<file path="config.mk">
export PLATFORM = sky130hd
export DESIGN_NAME = pit3d_wide_mul
export DESIGN_NICKNAME = d
export VERILOG_FILES = /design/src/hw/rtl/point_in_triangle_3d_unit_macros.svh /design/src/hw/rtl/pit3d_pkg.sv /design/src/hw/rtl/pit3d_wide_mul.sv
export SDC_FILE = /design/constraint.sdc
export NUM_CORES = 2
export LEC_CHECK = 0
export ABC_AREA = 1
export BUFFER_PORTS_ARGS = -buffer_cell sky130_fd_sc_hd__buf_4
export CORE_MARGIN = 10
export CORE_UTILIZATION = 55
export DETAILED_ROUTE_END_ITERATION = 16
export GPL_ROUTABILITY_DRIVEN = 0
export PLACE_DENSITY = 0.76
export SLEW_MARGIN = 0
export SYNTH_ARGS = -nofsm -noshare
export SYNTH_HDL_FRONTEND = slang
export SYNTH_SLANG_ARGS = --single-unit
</file>
<file path="constraint.sdc">
create_clock -name clock -period 5.9 [get_ports clock]
set_input_delay 0 -clock clock [delete_from_list [all_inputs] [get_ports clock]]
set_output_delay 0 -clock clock [all_outputs]
set_load 0.02 [all_outputs]
</file>
<file path="src/hw/rtl/point_in_triangle_3d_unit_macros.svh">
// ---------------------------------------------------------------------------
// Point in triangle 3D unit: assertion macros
// Shared concurrent assertion forms for the pipeline checks.
// ---------------------------------------------------------------------------
`ifndef POINT_IN_TRIANGLE_3D_UNIT_MACROS_SVH
`define POINT_IN_TRIANGLE_3D_UNIT_MACROS_SVH

// same-cycle implication
`define PIT3D_ASSERT_IMP(lbl, clk, rst, pre, post, msg) \
   lbl: assert property (@(posedge clk) disable iff (rst) (pre) |-> (post)) \
      else $error(msg);

// next-cycle implication
`define PIT3D_ASSERT_NXT(lbl, clk, rst, pre, post, msg) \
   lbl: assert property (@(posedge clk) disable iff (rst) (pre) |=> (post)) \
      else $error(msg);

`endif

</file>
<file path="src/hw/rtl/pit3d_pkg.sv">
// ---------------------------------------------------------------------------
// Point in triangle 3D package
// Widths, stage indexes and shared types of the barycentric test pipeline.
// ---------------------------------------------------------------------------
`timescale 1ns / 1ps

package pit3d_pkg;

   localparam int COORD_WIDTH = 16;
   localparam int DIFF_W      = COORD_WIDTH + 1;
   localparam int PROD1_W     = 2 * DIFF_W;
   localparam int DOT_W       = PROD1_W + 2;
   localparam int LO_W        = (DOT_W + 1) / 2;
   localparam int HI_W        = DOT_W - LO_W;
   localparam int PROD2_W     = 2 * DOT_W;
   localparam int RES_W       = PROD2_W + 3;

   localparam int NUM_STAGES  = 7;
   localparam int STG_DIFF    = 0;
   localparam int STG_PROD    = 1;
   localparam int STG_DOT     = 2;
   localparam int STG_PART    = 3;
   localparam int STG_MUL     = 4;
   localparam int STG_NUMER   = 5;
   localparam int STG_OUT     = 6;

   typedef logic signed [COORD_WIDTH-1:0] coord_type;
   typedef logic signed [DIFF_W-1:0]      diff_type;
   typedef logic signed [PROD1_W-1:0]     prod1_type;
   typedef logic signed [DOT_W-1:0]       dot_type;
   typedef logic signed [PROD2_W-1:0]     prod2_type;
   typedef logic signed [RES_W-1:0]       res_type;

   typedef struct packed {
      coord_type x;
      coord_type y;
      coord_type z;
   } vec3_type;

   typedef struct packed {
      logic [NUM_STAGES-1:0] load;
   } pipe_ctrl_type;

endpackage

</file>
<file path="src/hw/rtl/pit3d_wide_mul.sv">
// ---------------------------------------------------------------------------
// Point in triangle 3D wide multiplier
// Signed dot-by-dot product split into four half-width partial products,
// registered, then summed in the following stage.
// ---------------------------------------------------------------------------
`timescale 1ns / 1ps

module pit3d_wide_mul (
   input  logic                     clock,
   input  pit3d_pkg::pipe_ctrl_type ctrl,
   input  pit3d_pkg::dot_type       a,
   input  pit3d_pkg::dot_type       b,
   output pit3d_pkg::prod2_type     p
);

   localparam int HI_W = pit3d_pkg::HI_W;
   localparam int LO_W = pit3d_pkg::LO_W;

   logic signed [HI_W-1:0]      a_hi;
   logic signed [HI_W-1:0]      b_hi;
   logic        [LO_W-1:0]      a_lo;
   logic        [LO_W-1:0]      b_lo;

   logic signed [2*HI_W-1:0]    hh_in, hh_ff;
   logic signed [HI_W+LO_W:0]   hl_in, hl_ff;
   logic signed [HI_W+LO_W:0]   lh_in, lh_ff;
   logic        [2*LO_W-1:0]    ll_in, ll_ff;

   pit3d_pkg::prod2_type        prod_in, prod_ff;

   always_comb begin
      a_hi  = a[pit3d_pkg::DOT_W-1:LO_W];
      b_hi  = b[pit3d_pkg::DOT_W-1:LO_W];
      a_lo  = a[LO_W-1:0];
      b_lo  = b[LO_W-1:0];
      hh_in = a_hi * b_hi;
      hl_in = a_hi * $signed({1'b0, b_lo});
      lh_in = $signed({1'b0, a_lo}) * b_hi;
      ll_in = a_lo * b_lo;
   end

   always_ff @(posedge clock) begin
      if (ctrl.load[pit3d_pkg::STG_PART]) begin
         hh_ff <= hh_in;
         hl_ff <= hl_in;
         lh_ff <= lh_in;
         ll_ff <= ll_in;
      end
   end

   assign prod_in = (pit3d_pkg::prod2_type'(hh_ff) <<< (2 * LO_W))
                  + (pit3d_pkg::prod2_type'(hl_ff) <<< LO_W)
                  + (pit3d_pkg::prod2_type'(lh_ff) <<< LO_W)
                  + pit3d_pkg::prod2_type'(ll_ff);

   always_ff @(posedge clock) begin
      if (ctrl.load[pit3d_pkg::STG_MUL]) begin
         prod_ff <= prod_in;
      end
   end

   assign p = prod_ff;

endmodule

</file>
# Yosys cells after proc, flatten, opt, wreduce, memory -nomap -nowiden
# Cells that the tools add are included.
dict set report totals {
  reg_bits 218
  output_inout_bits 72
  inputBits 80
}
dict set report op_classes {
  n_mul 4
  addsub 3
}
# operator count
set ops {}
lappend ops {{72-bit by 55-bit adder with 72-bit output} 2}
lappend ops {{72-bit by 37-bit adder with 72-bit output} 1}
lappend ops {{18-bit by 18-bit multiplier with 36-bit output} 2}
lappend ops {{18-bit by 19-bit multiplier with 37-bit output} 1}
lappend ops {{19-bit by 18-bit multiplier with 37-bit output} 1}

# Longest topological paths before layout
dict set report logic_depth {
  ltp_word 3
  ltp_mapped 27
  mapped_depth_nobuf 25
}

# Worst setup path after synthesis
# No wires, ideal clock.
dict set report synth_path {
  path_kind {input to register}
  startpoint {in a[35]}
  endpoint {reg hh_ff[34], data pin}
  required_ns 5.648
  n_path_buf 2
  path_stages 20
  t_arrival_ns 5.196
  path_slack_ns 0.452
  path_cell_list {clkbuf_1 > buf_1 > nand2_1 > fa_1 > inv_1 > fa_1 > inv_1 > fa_1 > fa_1 > fa_1 > fa_1 > inv_1 > ha_1 > inv_1 > nor3_1 > nand2_1 > nor3_1 > nand2_1 > nand3_1 > nand2_1}
}
dict set report synth_via {
  elab_chain_cells 1
}
# element line_no
set synth_lines {}
lappend synth_lines {{start: declaration} pit3d_wide_mul.sv:11} ;# input pit3d_pkg::dot_type a,
lappend synth_lines {{18-bit by 18-bit multiplier with 36-bit output} pit3d_wide_mul.sv:36} ;# hh_in = a_hi * b_hi;
lappend synth_lines {{via hh_in[34]} pit3d_wide_mul.sv:24} ;# logic signed [2*HI_W-1:0] hh_in, hh_ff;
lappend synth_lines {{end signal: assignment} pit3d_wide_mul.sv:44} ;# hh_ff <= hh_in;
lappend synth_lines {{end: declaration} pit3d_wide_mul.sv:24}
# The timed path passes the listed nets, and every way through them passes these cells.
# A chain may end at the register's enable or synchronous reset.

# Worst setup path after layout
dict set report layout_path {
  startpoint {in a[18]}
  endpoint {reg hl_ff[24], data pin}
}
dict set report layout_via {
  elab_chain_cells 1
}
# element line_no
set layout_lines {}
lappend layout_lines {{18-bit by 19-bit multiplier with 37-bit output} pit3d_wide_mul.sv:37} ;# hl_in = a_hi * $signed({1'b0, b_lo});
lappend layout_lines {{via hl_in[24]} pit3d_wide_mul.sv:25} ;# logic signed [HI_W+LO_W:0] hl_in, hl_ff;
lappend layout_lines {{end signal: assignment} pit3d_wide_mul.sv:45} ;# hl_ff <= hl_in;
lappend layout_lines {{end: declaration} pit3d_wide_mul.sv:25}
# The timed path passes the listed nets, and every way through them passes these cells.

==> impl_results.md <==
* Layout cells sized above 1 at 0.0447
* Mapped Cells at between 7000 and 8000
* TritonCTS Buffers at 26
* Cell variety after synth at 38
* Core area at between 100000 and 150000 um2
* Slew @ Worst Pin at between 1 and 1.5 ns
* Maximum capacitance violations at 0
* Post-synth top area cell: fa_1
* Global route total overflow at 0
* Sequential area share after synthesis at 0.109
* Synth Flop Type: edfxtp_1
* H-tree levels at 1
* CP Launch Type: input port
* Routed wl met3 at between 15 and 20 mm
* Top cells by area, synth: fa_1 (39%), inv_1 (15%), nand2_1 (13%), edfxtp_1 (11%), ha_1 (11%)
* RSZ-0062 raised after global routing: no
* CP Data Arrival Time at between 5 and 6 ns
* CTS tree: yes
* Vias in the first global route at slightly above 50000
* Via count at slightly below 50000
* Worst Path Max Fanout at 20
* Starting DRT DRC Count at roughly 4300
* Area of the die at 122000 um2
* CP cell instances: dlygate4sd3_1, buf_4, nand2_1, inv_1, fa_1, fa_1, inv_1, fa_1, fa_1, inv_1, fa_1, inv_1, fa_1, inv_1, ha_1, nand2_1, nor2_1, inv_1, nor2_1, nand4_1, nand4_1, xor2_1
* Run status: finished, final reports clean
* Post-route ant nets at 0
* Nets at about 9400
* Die W at between 300 and 400 um
* WL met1 at between 60 and 70 mm
* Ys Warns at 0
* Largest stage delay, worst path at approximately 0.62 ns
* Synthesized cell area at 59800 um2
* Setup tns final at 0 ns
* Clock skew at roughly 0.019 ns
* Setup bufs post-CTS at 0
* Fin. Hold Viols at 0
* Initial antenna violation count at 10
* Buffers on Ports at between 100 and 150
* CTS root buffer: clkbuf_16
* HPWL after detailed placement at 131 mm
* Period minus WS final at around 5.5 ns
* DR WL/cell at around 18 um
* Avg Inst Size Synth at between 7 and 8 um2
* Hold crit path type: in2reg
* Latest clock arrival within the worst-skew pair at between 0.5 and 0.6 ns
* Critical Path RT at approximately 6.3 ns
* Crit-path slowest cell: dlygate4sd3_1
* CTS clk-pin slew, worst paths at 0.07 ns
* IO Pins at about 150
* Slew Viols, Final at 0
* Pin count of the biggest net entering global routing at 77
* Net count after synthesis at 9456
* Detailed Routing Iterations Pass 1 at 9
* Routed WL at about 160 mm
* Initial Utilization at 0.556
* Row count at 120
* Top Metal Used: met5
* Slew margin rel. at 0.250
* Routed wl met2 at between 70 and 80 mm
* GRT Overall Usage at 0.274
* P&R area growth vs syn at 5.39%
* Via density at around 5.3
* Post-route DRC at 0
* Crit. End Element: flop
* Fmax at around 0.18 GHz
* Yosys top cell area share at 0.385
* Fin crit share at 0.936
* Worst-case clock buffer depth at 3
* Crit Path Category: in2reg
* Clk sinks at 218
* Post-synth EDFFs at about 220
* Post-synthesis register bit count at between 200 and 250
* Async SR Flop Fraction at 0
* Final Setup Violations at 0
* Die height at 350 um
* First-pass GRT wire length at between 200 and 300 mm
==> state kept, by name, indices dropped and copies added, names as in the netlist <==
| signal | count |
|---|---|
| ll_ff | 36 |
| lh_ff | 37 |
| hh_ff | 36 |
| p | 72 |
| hl_ff | 37 |
==> critical path: cells and delay by family <==
kind,cells,cell delay (ns)
buffers and inverters,8,1.40
adder cells (fa/ha/maj),7,3.35
XOR/XNOR,1,0.30
AND/OR/NAND/NOR,6,0.80
==> synth_stat cells, types with 20 or more instances <==
| master | count |
|---|---|
| ha_1 | 521 |
| o21ai_0 | 88 |
| o21bai_1 | 20 |
| xnor2_1 | 27 |
| fa_1 | 1151 |
| a21oi_1 | 154 |
| edfxtp_1 | 218 |
| inv_1 | 2322 |
| or2_2 | 22 |
| nand2_1 | 2122 |
| nor3_1 | 20 |
| clkbuf_1 | 282 |
| nand4_1 | 49 |
| nor2_1 | 301 |
| nand3_1 | 168 |
| nand2_2 | 29 |
| xor2_1 | 92 |
==> metrics by stage <==
step / utilization / cells / cell area [um2] / worst slack [ns] / hold slack (ns)
after global placement: 0.577 / 9026 / 62100 / 0.265 / 0.404
after detailed placement: 0.577 / 9026 / 62100 / 0.235 / 0.405
after CTS: 0.586 / 9077 / 63000 / 0.449 / 0.0370
after global routing: 0.586 / 9078 / 63000 / 0.0806 / 0.0756
final: 0.586 / 9083 / 63000 / 0.375 / 0.0613
after floorplan: - / 7704 / 59800 / 0.452 / 0.112
==> what timing repair did <==
action | in CTS | in global routing
endpoints found under the hold margin | 36 | 0
hold buffers | 4 | 0
resized for setup | 0 | 0
==> layout make-up <==
type                            count  area (um2)
Clock inverter                     19         213
Sequential cell                   218        6550
Clock buffer                       28         679
Multi-Input combinational cell   4871       43400
Timing Repair Buffer              209        1630
Inverter                         2329        8740
Fill cell                        9438       44500
Antenna cell                        6        15.0
Tap cell                         1403        1760
==> worst paths after layout <==
check	from	to	slack, ns	cells past startpoint
worst max-delay path	a[18]	hl_ff[24]	0.38	22
worst min-delay path	ctrl[4]	p[5]	0.06	1
worst max register to register	lh_ff[36]	p[58]	2.40	9
worst min register to register	ll_ff[8]	p[8]	0.41	0
==> cell families after synthesis <==
group                      count (synthesis)  synth area share
and+or+nand+nor                         2775             0.187
buffers and inverters                   2615             0.164
adders and majority gates               1672             0.494
AOI/OAI and AO/OA                        305            0.0281
DFF                                      218             0.109
xor gates and xnor gates                 119            0.0174
==> cells in the final DEF, fill, tap and decap left out, types with 22 or more instances in the layout <==
cell type / synthesis / final
ha_1: 521 / 521
xor2_1: 92 / 92
edfxtp_1: 218 / 218
clkbuf_16: 0 / 27
inv_1: 2322 / 2322
nand2_1: 2122 / 2122
o21ai_0: 88 / 88
fa_1: 1151 / 1151
nand4_1: 49 / 49
a21oi_1: 154 / 154
nand2_2: 29 / 29
xnor2_1: 27 / 27
or2_2: 22 / 22
nand3_1: 168 / 168
buf_4: 0 / 200
nor2_1: 301 / 301
==> metal layers <==
layer / vias up / track usage
met4: 14 / 0.102
met1: 23600 / 0.347
met3: 501 / 0.0572
li1: 21900 / -
met5: - / 0
met2: 2520 / 0.460
Power is left out: the tool's default activity adds up to more than one toggle a clock period on the data nets, which glitch-free logic cannot reach.
