File: src/hw/rtl/point_in_triangle_3d_unit_macros.svh
// ---------------------------------------------------------------------------
// Point in triangle 3D unit: assertion macros
// Shared concurrent assertion forms for the pipeline checks.
// ---------------------------------------------------------------------------
`ifndef POINT_IN_TRIANGLE_3D_UNIT_MACROS_SVH
`define POINT_IN_TRIANGLE_3D_UNIT_MACROS_SVH

// same-cycle implication
`define PIT3D_ASSERT_IMP(lbl, clk, rst, pre, post, msg) \
   lbl: assert property (@(posedge clk) disable iff (rst) (pre) |-> (post)) \
      else $error(msg);

// next-cycle implication
`define PIT3D_ASSERT_NXT(lbl, clk, rst, pre, post, msg) \
   lbl: assert property (@(posedge clk) disable iff (rst) (pre) |=> (post)) \
      else $error(msg);

`endif

File: src/hw/rtl/pit3d_pkg.sv
// ---------------------------------------------------------------------------
// Point in triangle 3D package
// Widths, stage indexes and shared types of the barycentric test pipeline.
// ---------------------------------------------------------------------------
`timescale 1ns / 1ps

package pit3d_pkg;

   localparam int COORD_WIDTH = 16;
   localparam int DIFF_W      = COORD_WIDTH + 1;
   localparam int PROD1_W     = 2 * DIFF_W;
   localparam int DOT_W       = PROD1_W + 2;
   localparam int LO_W        = (DOT_W + 1) / 2;
   localparam int HI_W        = DOT_W - LO_W;
   localparam int PROD2_W     = 2 * DOT_W;
   localparam int RES_W       = PROD2_W + 3;

   localparam int NUM_STAGES  = 7;
   localparam int STG_DIFF    = 0;
   localparam int STG_PROD    = 1;
   localparam int STG_DOT     = 2;
   localparam int STG_PART    = 3;
   localparam int STG_MUL     = 4;
   localparam int STG_NUMER   = 5;
   localparam int STG_OUT     = 6;

   typedef logic signed [COORD_WIDTH-1:0] coord_type;
   typedef logic signed [DIFF_W-1:0]      diff_type;
   typedef logic signed [PROD1_W-1:0]     prod1_type;
   typedef logic signed [DOT_W-1:0]       dot_type;
   typedef logic signed [PROD2_W-1:0]     prod2_type;
   typedef logic signed [RES_W-1:0]       res_type;

   typedef struct packed {
      coord_type x;
      coord_type y;
      coord_type z;
   } vec3_type;

   typedef struct packed {
      logic [NUM_STAGES-1:0] load;
   } pipe_ctrl_type;

endpackage

File: src/hw/rtl/pit3d_pipe_ctrl.sv
// ---------------------------------------------------------------------------
// Point in triangle 3D pipeline control
// Per-stage valid bits and load enables; a stage loads when it is empty or
// when the stage after it moves on, so bubbles close up under stall.
// ---------------------------------------------------------------------------
`timescale 1ns / 1ps
`include "point_in_triangle_3d_unit_macros.svh"

module pit3d_pipe_ctrl (
   input  logic                     clock,
   input  logic                     reset,
   input  logic                     in_valid,
   output logic                     in_ready,
   output logic                     out_valid,
   input  logic                     out_ready,
   output pit3d_pkg::pipe_ctrl_type ctrl
);

   logic [pit3d_pkg::NUM_STAGES-1:0] valid_ff;
   logic [pit3d_pkg::NUM_STAGES-1:0] valid_in;
   logic [pit3d_pkg::NUM_STAGES-1:0] load;
   logic [pit3d_pkg::NUM_STAGES-1:0] valid_up;

   always_comb begin
      load[pit3d_pkg::NUM_STAGES-1] = !valid_ff[pit3d_pkg::NUM_STAGES-1] || out_ready;
      for (int k = pit3d_pkg::NUM_STAGES - 2; k >= 0; k--) begin
         load[k] = !valid_ff[k] || load[k+1];
      end
   end

   assign valid_up = {valid_ff[pit3d_pkg::NUM_STAGES-2:0], in_valid};
   assign valid_in = (load & valid_up) | (~load & valid_ff);

   always_ff @(posedge clock) begin
      if (reset) begin
         valid_ff <= '0;
      end else begin
         valid_ff <= valid_in;
      end
   end

   assign in_ready  = load[0];
   assign out_valid = valid_ff[pit3d_pkg::NUM_STAGES-1];
   assign ctrl.load = load;

   `PIT3D_ASSERT_NXT(a_accept_lands, clock, reset, in_valid && in_ready, valid_ff[0], "accepted item missing from first stage")
   `PIT3D_ASSERT_IMP(a_full_blocks, clock, reset, (&valid_ff) && !out_ready, !in_ready, "item taken into a full stalled pipeline")

endmodule

File: config.mk
export PLATFORM = sky130hd
export DESIGN_NAME = pit3d_pipe_ctrl
export DESIGN_NICKNAME = d
export VERILOG_FILES = /design/src/hw/rtl/pit3d_pkg.sv /design/src/hw/rtl/pit3d_pipe_ctrl.sv
export VERILOG_INCLUDE_DIRS = /design/src /design/src/hw/rtl
export SDC_FILE = /design/constraint.sdc
export NUM_CORES = 1
export LEC_CHECK = 0
export BUFFER_PORTS_ARGS = -buffer_cell sky130_fd_sc_hd__buf_2
export CAP_MARGIN = 20
export CORE_AREA = 2 2 39 41
export CTS_CLUSTER_DIAMETER = 40
export CTS_CLUSTER_SIZE = 25
export DETAILED_ROUTE_END_ITERATION = 8
export DIE_AREA = 0 0 41 43
export GPL_ROUTABILITY_DRIVEN = 0
export SYNTH_ARGS = -nofsm -noshare
export SYNTH_HDL_FRONTEND = slang
export SYNTH_SLANG_ARGS = --single-unit
File: constraint.sdc
create_clock -name clock -period 2.8 [get_ports clock]
set_input_delay 0.14 -clock clock [delete_from_list [all_inputs] [get_ports clock]]
set_output_delay 0.14 -clock clock [all_outputs]
set_load 0.005 [all_outputs]
* Yosys cells after proc, flatten, opt, wreduce, memory -nomap -nowiden *
Index checks and enable logic that the tools add are counted.

storage, ports and cells
  register bits after elaboration = 7
  output and inout bits = 9

operators by class
  bitwise gates (word level) = 4
  reductions and logical operators = 14

operators by type and width
  kind                count
  $and A7 B7 Y7       2
  $logic_not A1 Y1    7
  $logic_or A1 B1 Y1  7
  $not A7 Y7          1
  $or A7 B7 Y7        1

* Logic depth before layout (Yosys ltp) *
Gate-level depths: netlist of run 1.

  depth in word-level cells = 11
  mapped depth = 4
  gate-level depth less buffers = 3

* Worst setup path before layout of run 1 *
No wires, ideal clock.

  path type = reg2out
  start = register (tool-made name)
  end = output port ctrl[0] in the netlist's numbering
  slack = 1,748 ps
  arrival time = 912 ps
  cell stages (with the launch flop) = 5
  buffers on the path = 2
  cell sequence = dfxtp_1 > and4b_1 > buf_6 > nand3_2 > buf_4

RTL lines
  element    RTL line               RTL
  to (decl)  pit3d_pipe_ctrl.sv:16  output pit3d_pkg::pipe_ctrl_type ctrl

==> results of run 1 <==
report_power, final:
group	internal (uW)	total, uW	switching, uW
Combinational	2.97	6.19	3.22
Sequential	102	105	2.41
Clock	54.3	89.6	35.3
Total	159	200	40.9
synthesized netlist by cell type (all sizes together):
| library cell | number |
|---|---|
| a21oi | 5 |
| and3 | 1 |
| and4b | 1 |
| buf | 2 |
| dfxtp | 7 |
| inv | 5 |
| nand2 | 2 |
| nand3 | 2 |
| nand4 | 1 |
| nor2 | 6 |
| nor2b | 1 |
worst register-to-register path, cell delays in order (launching register included):
cell,delay [ps]
sky130_fd_sc_hd__dfxtp_1,360
sky130_fd_sc_hd__and4b_1,420
sky130_fd_sc_hd__nand4_4,130
sky130_fd_sc_hd__a21oi_1,160
worst max-delay path by stage:
stage,start,end,cells past startpoint
floorplan,flip-flop,ctrl[0],4
global placement,flip-flop,ctrl[0],3
detailed placement,flip-flop,ctrl[0],3
CTS,flip-flop,ctrl[0],3
global route,flip-flop,ctrl[0],3
finish,flip-flop,in_ready,3
per-stage QoR:
| stage | setup slack [ps] | total power (uW) |
|---|---|---|
| 2_1_floorplan | 1750 | 108 |
| 3_3_place_gp | 1650 | 113 |
| 3_5_place_dp | 1610 | 113 |
| 4_1_cts | 1330 | 205 |
| 5_1_grt | 1290 | 213 |
| 6_report | 1360 | 200 |
per-layer routing:
layer  GRT usage [%]  vias to the layer above  part of all wire [%]
met2            10.6                        6                    53
met5               0                        -                     0
li1                -                      136                     -
met3            4.71                        0                   4.3
met1            8.74                      112                    43
met4            8.00                        0                     0
area by class of cell:
class                           instances  area, um^2  area share, %
Inverter                                5        18.8           4.89
Tap cell                               16        20.0           5.21
Clock buffer                            4        26.3           6.84
Timing Repair Buffer                   12        60.1           15.6
Multi-Input combinational cell         19         119           30.9
Sequential cell                         7         140           36.5
cells by family (layout without fill, tap and decap cells):
logic type      count (synthesis)  after routing  share of synthesized area, %
compound gates                  5              5                          8.44
buf+inv                         7             21                          12.7
flops                           7              7                          47.3
simple gates                   14             14                          31.6
cells in the final DEF, fill, tap and decap left out:
cell	n
sky130_fd_sc_hd__dfxtp_1	7
sky130_fd_sc_hd__clkbuf_4	3
sky130_fd_sc_hd__nand4_4	1
sky130_fd_sc_hd__buf_2	12
sky130_fd_sc_hd__clkbuf_1	1
sky130_fd_sc_hd__nand2_1	2
sky130_fd_sc_hd__nor2b_1	1
sky130_fd_sc_hd__and4b_1	1
sky130_fd_sc_hd__inv_1	5
sky130_fd_sc_hd__nor2_1	6
sky130_fd_sc_hd__a21oi_1	5
sky130_fd_sc_hd__and3_1	1
sky130_fd_sc_hd__nand3_2	2
==> impl_metrics.toml, run 1 <==
[outcome]
run_status = "complete, no violations"

[synth]
synth.top_cells.by_area = "sky130_fd_sc_hd__dfxtp_1, sky130_fd_sc_hd__a21oi_1, sky130_fd_sc_hd__nor2_1, sky130_fd_sc_hd__nand4_4, sky130_fd_sc_hd__nand3_2"
synthDominantCellAreaShare_pct = 47.3
seq_area_frac_synth_pct = 47.3
synth_cell_types = 12
syn_inst = 33
synthesis.nets = 37
post_synth_instance_area_um2 = 297
ys_ff_latch = 7
ys.warnings.count = 0
yosysTopAreaCell = "sky130_fd_sc_hd__dfxtp_1"
syn_avg_cell_area_um2 = 8.99

[timing]
totalNegativeSetupSlack_ps = 0
fmax_ghz = 0.693
timing_hold_violations_final = 0
timing.final.setup_violations = 0
finalWorstPathRequiredPeriod_ps = 1440
slew_headroom_pct = 77.0
worst_slew_pin_slew_ps = 345
report.final.slew_viol_count = 0
worst_clock_skew_ps = 0.225
timing.hold.ws_ps = 130
period_utilization_post_route_pct = 51.5
rsz0062_at_grt = "no"

[critical_path]
critPathLaunchType = "flip-flop"
worst_path_max_delay_cell = "sky130_fd_sc_hd__and4b_1"
timing.setup.critical_path_class = "reg2out"
critical_path.max_stage_delay_ps = 420
critPathBufInv = 1
critical_path_end_type = "output pin"
crit_arrival_ps = 1300
crit_chain = "and4b_1 -> nand3_2 -> buf_2"
crit_path_max_fanout = 7
regToRegSetupSlack_ps = 1660
crit_family = "simple AND/OR/NAND/NOR gates"
reg2reg_depth = 3
timing.critical_path.required_ps = 2660

[die]
floorplan_die_width_um = 41
initial_core_util_pct = 21.4
floorplan.die_area_um2 = 1760
placeableCoreArea_um2 = 1380
die_h_um = 43
boundaryPins = 13
num_rows = 14

[pwr]
vdd_drop_max_v = 0.000167
total_leakage_power_uw = 0.000161
power_density_nw_per_um2 = 521

[cts]
worst_setup_hold_path_clk_slew_ps = 50
post_cts_setup_repair_bufs = 0
cts-hold-fix-buffers = 0
clock_buffer_depth = 2
insertion_delay_ps = 250
numClockSinks = 7
cts.repair.resized = 0
tritoncts = "done"
cts_htree_levels = 1
cts_root_buffer = "sky130_fd_sc_hd__clkbuf_4"
cts_made_buffers = 3

[route]
drt_iter0_markers = 6
routed_via_density = 4.03
routed_wirelength_um = 555
dr_total_vias = 254
drt-wirelength-per-cell_um = 8.81
detail_route.drc_violations = 0
drt.antenna.violating_nets = 0
firstDrtPassIters = 4

[global_routing]
grtUsageTotal_pct = 8.25
antenna_found_initial = 0
grt_start_max_net_pins = 8
number_of_global_route_vias_before_repair = 228
grt_pass1_wl_um = 903
grt-ovfl-total = 0

[cells_and_area]
antennaDiodeCount = 0
fill_cells = 152
final_cells = 63
final_instance_area_um2 = 384
area_delta_synth_final_pct = 29.5
post-route-util_pct = 27.8
layout.nets = 52
layout-drive-gt1-share_pct = 38.3

[placement]
dpl-instance-area_um2 = 358
place.detailed.instances = 59
portBuffers = 12

[min_path]
holdCritStartpoint = "in_valid"
timing.hold.worst.class = "in2reg"
whs_path_depth = 3

[run]
drv.max_cap_violation_count = 0
Note: power is estimated with default switching activity, not from simulation.
==> run 2: changes to the inputs <==
Clock period 2.8 ns to 1.31 ns, I/O delays scaled along.
==> run 2 against run 1 <==
Effect of this change: first-iteration DRC count shrank 50%; via count shrank 3.1%; global-route usage fell by 0.49 points; core utilization grew 0.18 points; clock-buffer cell count is the same; worst setup slack got worse by 1300 ps; final cell count unchanged; total power grew 110%; critical endpoint unchanged; largest power group unchanged.
==> impl_metrics.toml, run 2 (synthesized netlist as in run 1, its figures left out) <==
[die]
initial_core_util_pct = 21.4
placeableCoreArea_um2 = 1380
num_rows = 14
floorplan.die_area_um2 = 1760
floorplan_die_width_um = 41
die_h_um = 43
boundaryPins = 13

[cts]
post_cts_setup_repair_bufs = 0
cts_made_buffers = 3
insertion_delay_ps = 240
cts_htree_levels = 1
cts_root_buffer = "sky130_fd_sc_hd__clkbuf_4"
clock_buffer_depth = 2
worst_setup_hold_path_clk_slew_ps = 50
cts-hold-fix-buffers = 0
numClockSinks = 7
tritoncts = "done"

[global_routing]
number_of_global_route_vias_before_repair = 237
grt-ovfl-total = 0
grt_pass1_wl_um = 862
grt_start_max_net_pins = 8
grtUsageTotal_pct = 7.76
antenna_found_initial = 0

[pwr]
vdd_drop_max_v = 0.000485
power_density_nw_per_um2 = 1100
total_leakage_power_uw = 0.000161

[cells_and_area]
antennaDiodeCount = 0
fill_cells = 158
most-common-layout-cells = "sky130_fd_sc_hd__buf_2, sky130_fd_sc_hd__nor2_1, sky130_fd_sc_hd__dfxtp_1, sky130_fd_sc_hd__inv_1, sky130_fd_sc_hd__a21oi_1"
area_delta_synth_final_pct = 30.4
post-route-util_pct = 27.9
layout.cells.most_common = "sky130_fd_sc_hd__buf_2"
layout.nets = 52
layout-drive-gt1-share_pct = 42.6
final_cells = 63

[timing]
worst_clock_skew_ps = 1.52
period_utilization_post_route_pct = 95.8
slew_headroom_pct = 81.7
timing_hold_violations_final = 0
worst_slew_pin_slew_ps = 275
fmax_ghz = 0.797
finalWorstPathRequiredPeriod_ps = 1260
timing.final.setup_violations = 0
report.final.slew_viol_count = 0
rsz0062_at_grt = "no"
totalNegativeSetupSlack_ps = 0

[critical_path]
crit_arrival_ps = 1190
critPathLaunchType = "flip-flop"
critical_path_end_type = "output pin"
timing.setup.critical_path_class = "reg2out"
crit_path_max_fanout = 7
timing.critical_path.required_ps = 1240

[route]
drt_iter0_markers = 3
drt.antenna.violating_nets = 0
detail_route.drc_violations = 0
dr_total_vias = 246
routed_wirelength_um = 559
firstDrtPassIters = 3
drt-wirelength-per-cell_um = 8.87
routed_via_density = 3.90

[min_path]
timing.hold.worst.class = "in2reg"

[placement]
place.detailed.instances = 59
place_hpwl_um = 450
portBuffers = 12

[run]
drv.max_cap_violation_count = 0

[outcome]
run_status = "complete, no violations"
==> run 2: cell counts in the layout (fill, tap and decap cells not counted) <==
Identical to the previous run, type by type.
==> run 2: critical path, stage by stage (launching register included) <==
cell and delay, ps:
sky130_fd_sc_hd__dfxtp_1 330, sky130_fd_sc_hd__and4b_2 360, sky130_fd_sc_hd__nand3_2 120, sky130_fd_sc_hd__buf_2 150
==> run 2: area by class of cell <==
class | instances | area [um^2] | share of cell area [%]
multi-input cells | 19 | 120 | 31.1
inverters | 5 | 18.8 | 4.85
clock buffers | 4 | 26.3 | 6.80
repair buffers | 12 | 60.1 | 15.5
flip-flops and latches | 7 | 141 | 36.6
well taps | 16 | 20.0 | 5.18
==> run 2: power by group <==
| group | leakage (uW) | switching (uW) | internal, uW | total, uW |
|---|---|---|---|---|
| logic | 0.0000886 | 7.05 | 6.33 | 13.4 |
| clock network | 0.0000150 | 71.4 | 116 | 187 |
| registers | 0.0000575 | 4.87 | 218 | 223 |
| total | 0.000161 | 83.3 | 340 | 424 |
==> run 2: metal layers <==
metal	up-vias	routed length, um	GRT usage, %
li1	133	-	-
met1	107	219	7.49
met2	4	300	11.3
met3	2	20	3.14
met4	0	19	8.00
met5	-	0	0
==> run 2: worst paths after layout <==
| kind | startpoint | endpoint | slack [ps] | depth (start not counted) |
|---|---|---|---|---|
| worst min-delay path | in_valid | flip-flop | 60 | 3 |
| worst max register to register | flip-flop | flip-flop | 300 | 3 |
| worst min register to register | flip-flop | flip-flop | 440 | 2 |
| worst max-delay path | flip-flop | in_ready | 50 | 3 |
==> run 2: through the flow <==
step                setup WS (ps)  cell area (um^2)  power, uW  hold WS [ps]
finish                       54.9               387        424          58.0
global route                 2.50               387        448          77.5
CTS                          12.5               385        433          53.2
detailed placement            197               358        241           312
global placement              235               358        241           298
floorplan                     333               297        232           135
==> run 2: what timing repair did <==
item | in CTS | in global routing
endpoints found under the setup margin | 5 | 4
pin swaps | 0 | 1
gates resized for setup | 1 | 1
