===== src/hw/rtl/point_in_triangle_3d_unit_macros.svh =====
// ---------------------------------------------------------------------------
// Point in triangle 3D unit: assertion macros
// Shared concurrent assertion forms for the pipeline checks.
// ---------------------------------------------------------------------------
`ifndef POINT_IN_TRIANGLE_3D_UNIT_MACROS_SVH
`define POINT_IN_TRIANGLE_3D_UNIT_MACROS_SVH

// same-cycle implication
`define PIT3D_ASSERT_IMP(lbl, clk, rst, pre, post, msg) \
   lbl: assert property (@(posedge clk) disable iff (rst) (pre) |-> (post)) \
      else $error(msg);

// next-cycle implication
`define PIT3D_ASSERT_NXT(lbl, clk, rst, pre, post, msg) \
   lbl: assert property (@(posedge clk) disable iff (rst) (pre) |=> (post)) \
      else $error(msg);

`endif


===== src/hw/rtl/pit3d_pkg.sv =====
// ---------------------------------------------------------------------------
// Point in triangle 3D package
// Widths, stage indexes and shared types of the barycentric test pipeline.
// ---------------------------------------------------------------------------
`timescale 1ns / 1ps

package pit3d_pkg;

   localparam int COORD_WIDTH = 16;
   localparam int DIFF_W      = COORD_WIDTH + 1;
   localparam int PROD1_W     = 2 * DIFF_W;
   localparam int DOT_W       = PROD1_W + 2;
   localparam int LO_W        = (DOT_W + 1) / 2;
   localparam int HI_W        = DOT_W - LO_W;
   localparam int PROD2_W     = 2 * DOT_W;
   localparam int RES_W       = PROD2_W + 3;

   localparam int NUM_STAGES  = 7;
   localparam int STG_DIFF    = 0;
   localparam int STG_PROD    = 1;
   localparam int STG_DOT     = 2;
   localparam int STG_PART    = 3;
   localparam int STG_MUL     = 4;
   localparam int STG_NUMER   = 5;
   localparam int STG_OUT     = 6;

   typedef logic signed [COORD_WIDTH-1:0] coord_type;
   typedef logic signed [DIFF_W-1:0]      diff_type;
   typedef logic signed [PROD1_W-1:0]     prod1_type;
   typedef logic signed [DOT_W-1:0]       dot_type;
   typedef logic signed [PROD2_W-1:0]     prod2_type;
   typedef logic signed [RES_W-1:0]       res_type;

   typedef struct packed {
      coord_type x;
      coord_type y;
      coord_type z;
   } vec3_type;

   typedef struct packed {
      logic [NUM_STAGES-1:0] load;
   } pipe_ctrl_type;

endpackage


===== src/hw/rtl/pit3d_sign_back.sv =====
// ---------------------------------------------------------------------------
// Point in triangle 3D back end
// Determinant and barycentric numerators, then the sign tests that stand in
// for the divisions; the last register is the response register.
// ---------------------------------------------------------------------------
`timescale 1ns / 1ps

module pit3d_sign_back (
   input  logic                     clock,
   input  pit3d_pkg::pipe_ctrl_type ctrl,
   input  pit3d_pkg::prod2_type     p00_11,
   input  pit3d_pkg::prod2_type     p01_01,
   input  pit3d_pkg::prod2_type     p11_20,
   input  pit3d_pkg::prod2_type     p01_21,
   input  pit3d_pkg::prod2_type     p00_21,
   input  pit3d_pkg::prod2_type     p01_20,
   output logic                     inside_res,
   output logic                     degenerate
);

   pit3d_pkg::res_type den_in, den_ff;
   pit3d_pkg::res_type nv_in, nv_ff;
   pit3d_pkg::res_type nw_in, nw_ff;
   pit3d_pkg::res_type nu;
   logic               degen;
   logic               inside_in, inside_ff;
   logic               degen_ff;

   always_comb begin
      den_in = pit3d_pkg::res_type'(p00_11) - pit3d_pkg::res_type'(p01_01);
      nv_in  = pit3d_pkg::res_type'(p11_20) - pit3d_pkg::res_type'(p01_21);
      nw_in  = pit3d_pkg::res_type'(p00_21) - pit3d_pkg::res_type'(p01_20);
   end

   always_ff @(posedge clock) begin
      if (ctrl.load[pit3d_pkg::STG_NUMER]) begin
         den_ff <= den_in;
         nv_ff  <= nv_in;
         nw_ff  <= nw_in;
      end
   end

   // u weight numerator: den - nv - nw
   always_comb begin
      nu        = den_ff - nv_ff - nw_ff;
      degen     = (den_ff == '0);
      inside_in = !degen && !nv_ff[pit3d_pkg::RES_W-1] && !nw_ff[pit3d_pkg::RES_W-1]
                  && !nu[pit3d_pkg::RES_W-1];
   end

   always_ff @(posedge clock) begin
      if (ctrl.load[pit3d_pkg::STG_OUT]) begin
         inside_ff <= inside_in;
         degen_ff  <= degen;
      end
   end

   assign inside_res = inside_ff;
   assign degenerate = degen_ff;

endmodule


===== config.mk =====
export PLATFORM = sky130hd
export DESIGN_NAME = pit3d_sign_back
export DESIGN_NICKNAME = d
export VERILOG_FILES = /design/src/hw/rtl/point_in_triangle_3d_unit_macros.svh /design/src/hw/rtl/pit3d_pkg.sv /design/src/hw/rtl/pit3d_sign_back.sv
export SDC_FILE = /design/constraint.sdc
export NUM_CORES = 1
export LEC_CHECK = 0
export ABC_CLOCK_PERIOD_IN_PS = 10640
export BUFFER_PORTS_ARGS = -buffer_cell sky130_fd_sc_hd__clkbuf_2
export CAP_MARGIN = 5
export CORE_AREA = 3 3 222 224
export CTS_BUF_LIST = sky130_fd_sc_hd__clkbuf_16
export DETAILED_ROUTE_END_ITERATION = 10
export DIE_AREA = 0 0 225 227
export GPL_TIMING_DRIVEN = 1
export PLACE_DENSITY = 0.77
export SYNTH_ARGS = -nofsm -noshare
export SYNTH_HDL_FRONTEND = slang
export SYNTH_SLANG_ARGS = --single-unit

===== constraint.sdc =====
create_clock -name clock -period 10.64 [get_ports clock]
set_input_delay 3.192 -clock clock [delete_from_list [all_inputs] [get_ports clock]]
set_output_delay 3.192 -clock clock [all_outputs]
set_load 0.05 [all_outputs]

Yosys cells after proc, flatten, opt, wreduce, memory -nomap -nowiden
Index checks and enable logic that the tools add are counted.

word-level totals
  memory bits (read-only) = 0
  memories kept = 0
  output and inout port bits = 2
  input port bits = 440
  flip-flop bits (word level) = 227
  latch bits = 0
  logic and storage cells = 18
  memory bits (writable) = 0

operators by class
  add/sub/neg operators = 5
  shifts and indexed selects = 0
  bitwise logic cells = 0
  equal/unequal tests = 0
  multiply operators = 0
  divide/modulo/power cells = 0
  muxes and demuxes = 0
  $lt $le $gt $ge = 0
  reductions and logical operators = 8

operators by type and width
  cell               count
  $sub 72x72->73     3
  $sub 75x75->75     2
  $logic_not 75->1   1
  $logic_not 1->1    4
  $logic_and 1x1->1  3

Logic depth before layout (Yosys ltp)
Gate-level depths: netlist of run 1.

  word-level depth = 5
  gate-level depth with buffers = 13
  mapped depth without buffers = 13

Worst setup path after synthesis of run 1
No wires, ideal clock.

  path kind = input -> register
  start = in p00_11[0]
  end = reg den_ff[68] (data pin)
  setup slack = 4574 ps
  library setup time = 263 ps
  required time = 10377 ps
  arrival time = 5803 ps
  path buffers = 0
  stages on the path = 12
  cells stage by stage = inv_1 > ha_1 > fa_1 > and2b_1 > o211ai_1 > a211o_1 > a32oi_4 > a31oi_2 > o31ai_4 > a31oi_1 > o31a_1 > xnor2_1

between the ends
  word-level cells in the longest chain between the ends = 1

ends and longest elaborated chain
  what                  line                   text
  from (decl)           pit3d_sign_back.sv:11  input pit3d_pkg::prod2_type p00_11,
  $sub 72x72->73        pit3d_sign_back.sv:30  den_in = pit3d_pkg::res_type'(p00_11) - pit3d_pkg::res_type'(p01_01);
  named net den_in[68]  pit3d_sign_back.sv:21  pit3d_pkg::res_type den_in, den_ff;
  to (signal assigned)  pit3d_sign_back.sv:37  den_ff <= den_in;
  to (decl)             pit3d_sign_back.sv:21

The timed path passes the listed nets, and every way through them passes these cells.
A chain may end at the register's enable or synchronous reset.

Worst setup path in the final report of run 1
  start = in p01_21[9]
  end = reg nv_ff[66] (data pin)

between the ends
  word-level cells in the longest chain between the ends = 1

ends and longest elaborated chain
  what                  line                   text
  from (decl)           pit3d_sign_back.sv:14  input pit3d_pkg::prod2_type p01_21,
  $sub 72x72->73        pit3d_sign_back.sv:31  nv_in = pit3d_pkg::res_type'(p11_20) - pit3d_pkg::res_type'(p01_21);
  named net nv_in[66]   pit3d_sign_back.sv:22  pit3d_pkg::res_type nv_in, nv_ff;
  to (signal assigned)  pit3d_sign_back.sv:38  nv_ff <= nv_in;
  to (decl)             pit3d_sign_back.sv:22

The timed path passes the listed nets, and every way through them passes these cells.

==> results.toml, run 1 <==
[pwr]
ir_drop_uv = 101
p_per_area_nw_per_um2 = 135
p_leak_nw = 13.6

[timing]
finalHoldViolCount = 0
slew_violations = 0
setup_viol = 0
finalCriticalPeriod_ns = 6.31
fin_tns_setup_ns = 0
fmax_ghz = 0.159
tightest_slew_ns = 1.29
rsz0062_at_grt = "false"
finalClockSkew_ns = 0.00810
final.period_utilization = 0.593
slew_headroom = 0.133

[placement]
place_congestion = 0.971
post-place-cells = 3845
io_buffers = 436
hpwl_um = 64900

[cells_and_area]
area_growth_pct = 13.7
drive_gt1_frac = 0.155
n_fill_cell = 4340
nets = 4062
instances_no_fill = 3892

[global_route]
antenna_found_initial = 5
grt_usage = 0.290
grt_pass1_vias = 21500
grt_overflow_total = 0
grt_pass1_wl_um = 116000
grt_max_degree = 106

[setup_path]
rr_worst_depth = 7
required_ns = 10.92
crit_arrival_ns = 6.59
worstSetupPathType = "in -> reg"
critPathCaptureType = "flip-flop"
start_kind = "primary input"
path_max_fanout = 8

[routing]
routedWlPerCell_um = 19.7
vias_per_cell = 5.81
drc = 0
first_pass_iters = 5
drtIter0Drc = 1785
ant_nets = 0
drt-total-wl_um = 76600
num_vias = 22600

[yosys]
synthCells = 2888
yosys_warnings = 0
yosys_register_bits = 221
synthDistinctLibCells = 83
synth_edf_count = 221
syn_area_um2 = 24600
seq_area_frac_synth = 0.270
syn_nets = 3693
async_flop_share = 0
synth-main-ff-cell = "edfxtp_1"
syn_avg_cell_area_um2 = 8.51

[clocking]
cts_tree = "yes"
clk_path_buf_depth = 3
cts-hold-fix-buffers = 0
ctsResizeCount = 0
cts-root-buf = "clkbuf_16"
htreeDepth = 1
cts_buffers = 25
post-cts-setup-buffers = 0
cts.sinks = 221
clkLatencyLatePin_ns = 0.54
clkTransAtPathRegs_ns = 0.07

[die]
core_um2 = 47500
chipWidth_um = 225
die_h_um = 227
ios = 442
die_area_um2 = 51100
num_rows = 80
start_util = 0.517

[run]
max_cap_violations = 0

[min_path]
whs_path_depth = 3
hold_class = "reg -> reg"

[run_status]
status = "complete, no violations"
final timing paths:
check | start | end | slack, ns
worst max-delay path | p01_21[9] | nv_ff[66]$_DFFE_PP_ | 4.33
worst min-delay path | den_ff[24]$_DFFE_PP_ | degenerate$_DFFE_PP_ | 0.86
worst max register to register | den_ff[35]$_DFFE_PP_ | inside_res$_DFFE_PP_ | 6.83
worst min register to register | den_ff[24]$_DFFE_PP_ | degenerate$_DFFE_PP_ | 0.86
cells in the final DEF, fill, tap and decap left out, types with 50 or more instances in the layout:
cell,count
nand2_1,204
nand4_1,92
ha_1,291
inv_1,443
xnor2_1,113
fa_1,74
clkbuf_2,435
edfxtp_1,221
xor2_1,80
o21ai_0,141
nor2_1,154
a21o_1,149
nand3_1,50
a21oi_1,293
through the flow:
step	util	hold slack (ns)	cell area (µm²)	worst slack [ns]	total power, W
3_3_place_gp	0.572	0.838	27200	3.90	0.00289
3_5_place_dp	0.572	0.843	27200	3.89	0.00294
6_report	0.588	0.865	27900	4.33	0.00377
2_1_floorplan	-	0.638	24600	4.57	0.00240
5_1_grt	0.588	0.877	27900	4.10	0.00402
4_1_cts	0.588	0.839	27900	4.42	0.00376
critical path: stages:
cell      delay, ns
clkbuf_2       0.07
inv_1          0.03
ha_1           0.37
a21oi_1        0.19
o22ai_1        0.11
a211oi_1       0.57
a31oi_1        0.29
o311ai_1       0.48
o211ai_1       0.28
o21ai_1        0.63
o21ai_1        0.17
xor2_1         0.18
routing by layer:
metal / vias to the layer above / global-route usage / share of wire
met4: 4 / 0.105 / 0.040
li1: 11000 / - / -
met5: - / 0 / 0.00020
met2: 837 / 0.495 / 0.47
met3: 140 / 0.0467 / 0.069
met1: 10600 / 0.374 / 0.42
flip-flops by register name (all words and copies together) (netlist names):
signal,cells
nv_ff,73
den_ff,73
degenerate,1
inside_res,1
nw_ff,73
synthesized netlist by cell type, types with 7 or more instances:
library cell	number	area share
nor2b_1	26	0.0066
a221oi_1	7	0.0025
nor3_1	42	0.0086
a21o_1	149	0.046
o21a_1	24	0.0073
nor2_1	154	0.024
inv_1	439	0.067
a21oi_1	293	0.060
nand2_1	204	0.031
nand2b_1	15	0.0038
or2_2	8	0.0020
ha_1	291	0.15
xor2_1	80	0.029
a211oi_1	22	0.0067
a31oi_1	28	0.0071
nand3_1	50	0.010
nand4_1	92	0.023
and4_1	9	0.0032
o211ai_1	17	0.0052
and2_1	20	0.0051
nor3b_1	8	0.0024
buf_2	13	0.0026
nor4_1	32	0.0081
o21bai_1	43	0.013
fa_1	74	0.060
clkbuf_1	80	0.012
or3_1	16	0.0041
o21ai_0	141	0.029
xnor2_1	113	0.040
o221ai_1	7	0.0025
and3_1	16	0.0041
edfxtp_1	221	0.27
o21ai_1	13	0.0026
o31ai_1	15	0.0046
a21boi_0	11	0.0034
power by group:
| group | leakage (nW) | total [W] | switching [W] | internal (W) |
|---|---|---|---|---|
| registers | 2.16 | 0.00127 | 0.000107 | 0.00116 |
| clock network | 0.374 | 0.000816 | 0.000366 | 0.000450 |
| logic | 11.1 | 0.00168 | 0.000972 | 0.000709 |
| total | 13.6 | 0.00377 | 0.00144 | 0.00232 |
cell families after synthesis:
group                    after synthesis  share of synthesized area
buffers and inverters                537                     0.0828
AO/OA/AOI/OAI                        858                      0.226
multiplexers                           3                    0.00122
XOR/XNOR                             193                     0.0688
flip-flops                           221                      0.270
adder cells (fa/ha/maj)              365                      0.208
AND/OR/NAND/NOR                      711                      0.143
area by class of cell:
| class | count | area, µm² | area share |
|---|---|---|---|
| diodes | 3 | 7.51 | 0.000269 |
| clock buffers | 25 | 626 | 0.0224 |
| clock inverters | 19 | 120 | 0.00430 |
| inverters | 439 | 1650 | 0.0590 |
| multi-input cells | 2130 | 15900 | 0.570 |
| flip-flops and latches | 221 | 6640 | 0.238 |
| well taps | 615 | 769 | 0.0275 |
| repair buffers | 440 | 2220 | 0.0795 |
(Power assumes the default switching activity.)
==> run 2, diff against run 1 <==
--- a/config.mk
+++ b/config.mk
@@ -5,7 +5,7 @@
 export SDC_FILE = /design/constraint.sdc
 export NUM_CORES = 1
 export LEC_CHECK = 0
-export ABC_CLOCK_PERIOD_IN_PS = 10640
+export ABC_CLOCK_PERIOD_IN_PS = 6300
 export BUFFER_PORTS_ARGS = -buffer_cell sky130_fd_sc_hd__clkbuf_2
 export CAP_MARGIN = 5
 export CORE_AREA = 3 3 222 224
==> constraint.sdc (replaced) <==
create_clock -name clock -period 6.3 [get_ports clock]
set_input_delay 1.89 -clock clock [delete_from_list [all_inputs] [get_ports clock]]
set_output_delay 1.89 -clock clock [all_outputs]
set_load 0.05 [all_outputs]
==> results.toml, run 2 (synthesis results as in run 1) <==
[cells_and_area]
final_cell_mix = "inv_1 (443), clkbuf_2 (435), a21oi_1 (293), ha_1 (291), edfxtp_1 (221)"
post-route-util = 0.591
drive_gt1_frac = 0.156
n_fill_cell = 4329
mostFrequentLayoutCell = "inv_1"
instances_no_fill = 3897
area_growth_pct = 14.3
reg.largest.list = "den_ff x73, nv_ff x73, nw_ff x73"
final_area_um2 = 28100
nets = 4064

[timing]
final.period_utilization = 0.799
fmax_ghz = 0.199
finalClockSkew_ns = 0.00697
setup_viol = 0
finalHoldViolCount = 0
tightest_slew_ns = 1.24
fin_tns_setup_ns = 0
finalCriticalPeriod_ns = 5.03
slew_headroom = 0.165
rsz0062_at_grt = "false"
slew_violations = 0

[pwr]
p_per_area_nw_per_um2 = 233
ir_drop_uv = 181
total_power_w = 0.00655
p_leak_nw = 13.7

[die]
ios = 442
num_rows = 80
chipWidth_um = 225
start_util = 0.517
core_um2 = 47500
die_area_um2 = 51100
die_h_um = 227

[placement]
place_congestion = 0.978
post-place-cells = 3846
io_buffers = 436
placed_area_um2 = 27200
hpwl_um = 64900

[clocking]
clk_path_buf_depth = 3
clkTransAtPathRegs_ns = 0.06
cts_tree = "yes"
clkLatencyLatePin_ns = 0.54
cts-root-buf = "clkbuf_16"
cts-hold-fix-buffers = 0
cts_buffers = 26
htreeDepth = 1
cts.sinks = 221
post-cts-setup-buffers = 0
ctsResizeCount = 0

[routing]
drtIter0Drc = 1767
drc = 0
drt-total-wl_um = 76400
vias_per_cell = 5.80
ant_nets = 0
routedWlPerCell_um = 19.6
first_pass_iters = 5
num_vias = 22600

[setup_path]
start_kind = "primary input"
required_ns = 6.58
crit_arrival_ns = 5.31
critPathCaptureType = "flip-flop"
path_max_fanout = 8
worstSetupPathType = "in -> reg"

[global_route]
grt_pass1_wl_um = 115000
grt_usage = 0.287
antenna_found_initial = 2
grt_pass1_vias = 21200
grt_overflow_total = 0
grt_max_degree = 95

[run_status]
status = "complete, no violations"

[min_path]
hold_class = "reg -> reg"

[run]
max_cap_violations = 0
[run 2: path summary, 6_finish.rpt]
check                           depth (start not counted)                 start                    to  slack (ns)
worst max-delay path                                   12             p01_21[9]   nv_ff[66]$_DFFE_PP_        1.27
worst min-delay path                                    3  den_ff[24]$_DFFE_PP_  degenerate$_DFFE_PP_        0.86
worst max register to register                          7  den_ff[35]$_DFFE_PP_  inside_res$_DFFE_PP_        2.54
worst min register to register                          3  den_ff[24]$_DFFE_PP_  degenerate$_DFFE_PP_        0.86
[run 2: routing by layer]
| layer | global-route usage | vias up | wire, µm |
|---|---|---|---|
| met1 | 0.371 | 10500 | 31600 |
| li1 | - | 11100 | - |
| met3 | 0.0484 | 165 | 5510 |
| met2 | 0.485 | 853 | 35700 |
| met5 | 0 | - | 5 |
| met4 | 0.113 | 2 | 3530 |
[run 2: final cells by class]
cell class	count	area, µm²	share of cell area
flip-flops and latches	221	6640	0.236
clock buffers	27	676	0.0240
clock inverters	21	209	0.00744
well taps	615	769	0.0274
diodes	3	7.51	0.000267
multi-input cells	2130	15900	0.566
repair buffers	441	2240	0.0797
inverters	439	1650	0.0586
[run 2: critical path, stage by stage]
cell and delay [ns]:
clkbuf_2 0.07, inv_1 0.03, ha_1 0.38, a21oi_1 0.19, o22ai_1 0.11, a211oi_1 0.60, a31oi_1 0.31, o311ai_1 0.53
o211ai_1 0.29, o21ai_1 0.57, o21ai_1 0.17, xor2_1 0.17
[run 2: report_power, final]
| group | internal (W) | total, W | switching (W) |
|---|---|---|---|
| Sequential | 0.00196 | 0.00215 | 0.000183 |
| Combinational | 0.00120 | 0.00284 | 0.00164 |
| Clock | 0.000940 | 0.00157 | 0.000626 |
[run 2: through the flow]
step | hold WS, ns | setup slack, ns
floorplan | 0.638 | 1.54
global placement | 0.819 | 0.936
detailed placement | 0.838 | 0.941
CTS | 0.853 | 1.49
global route | 0.882 | 1.11
finish | 0.862 | 1.27
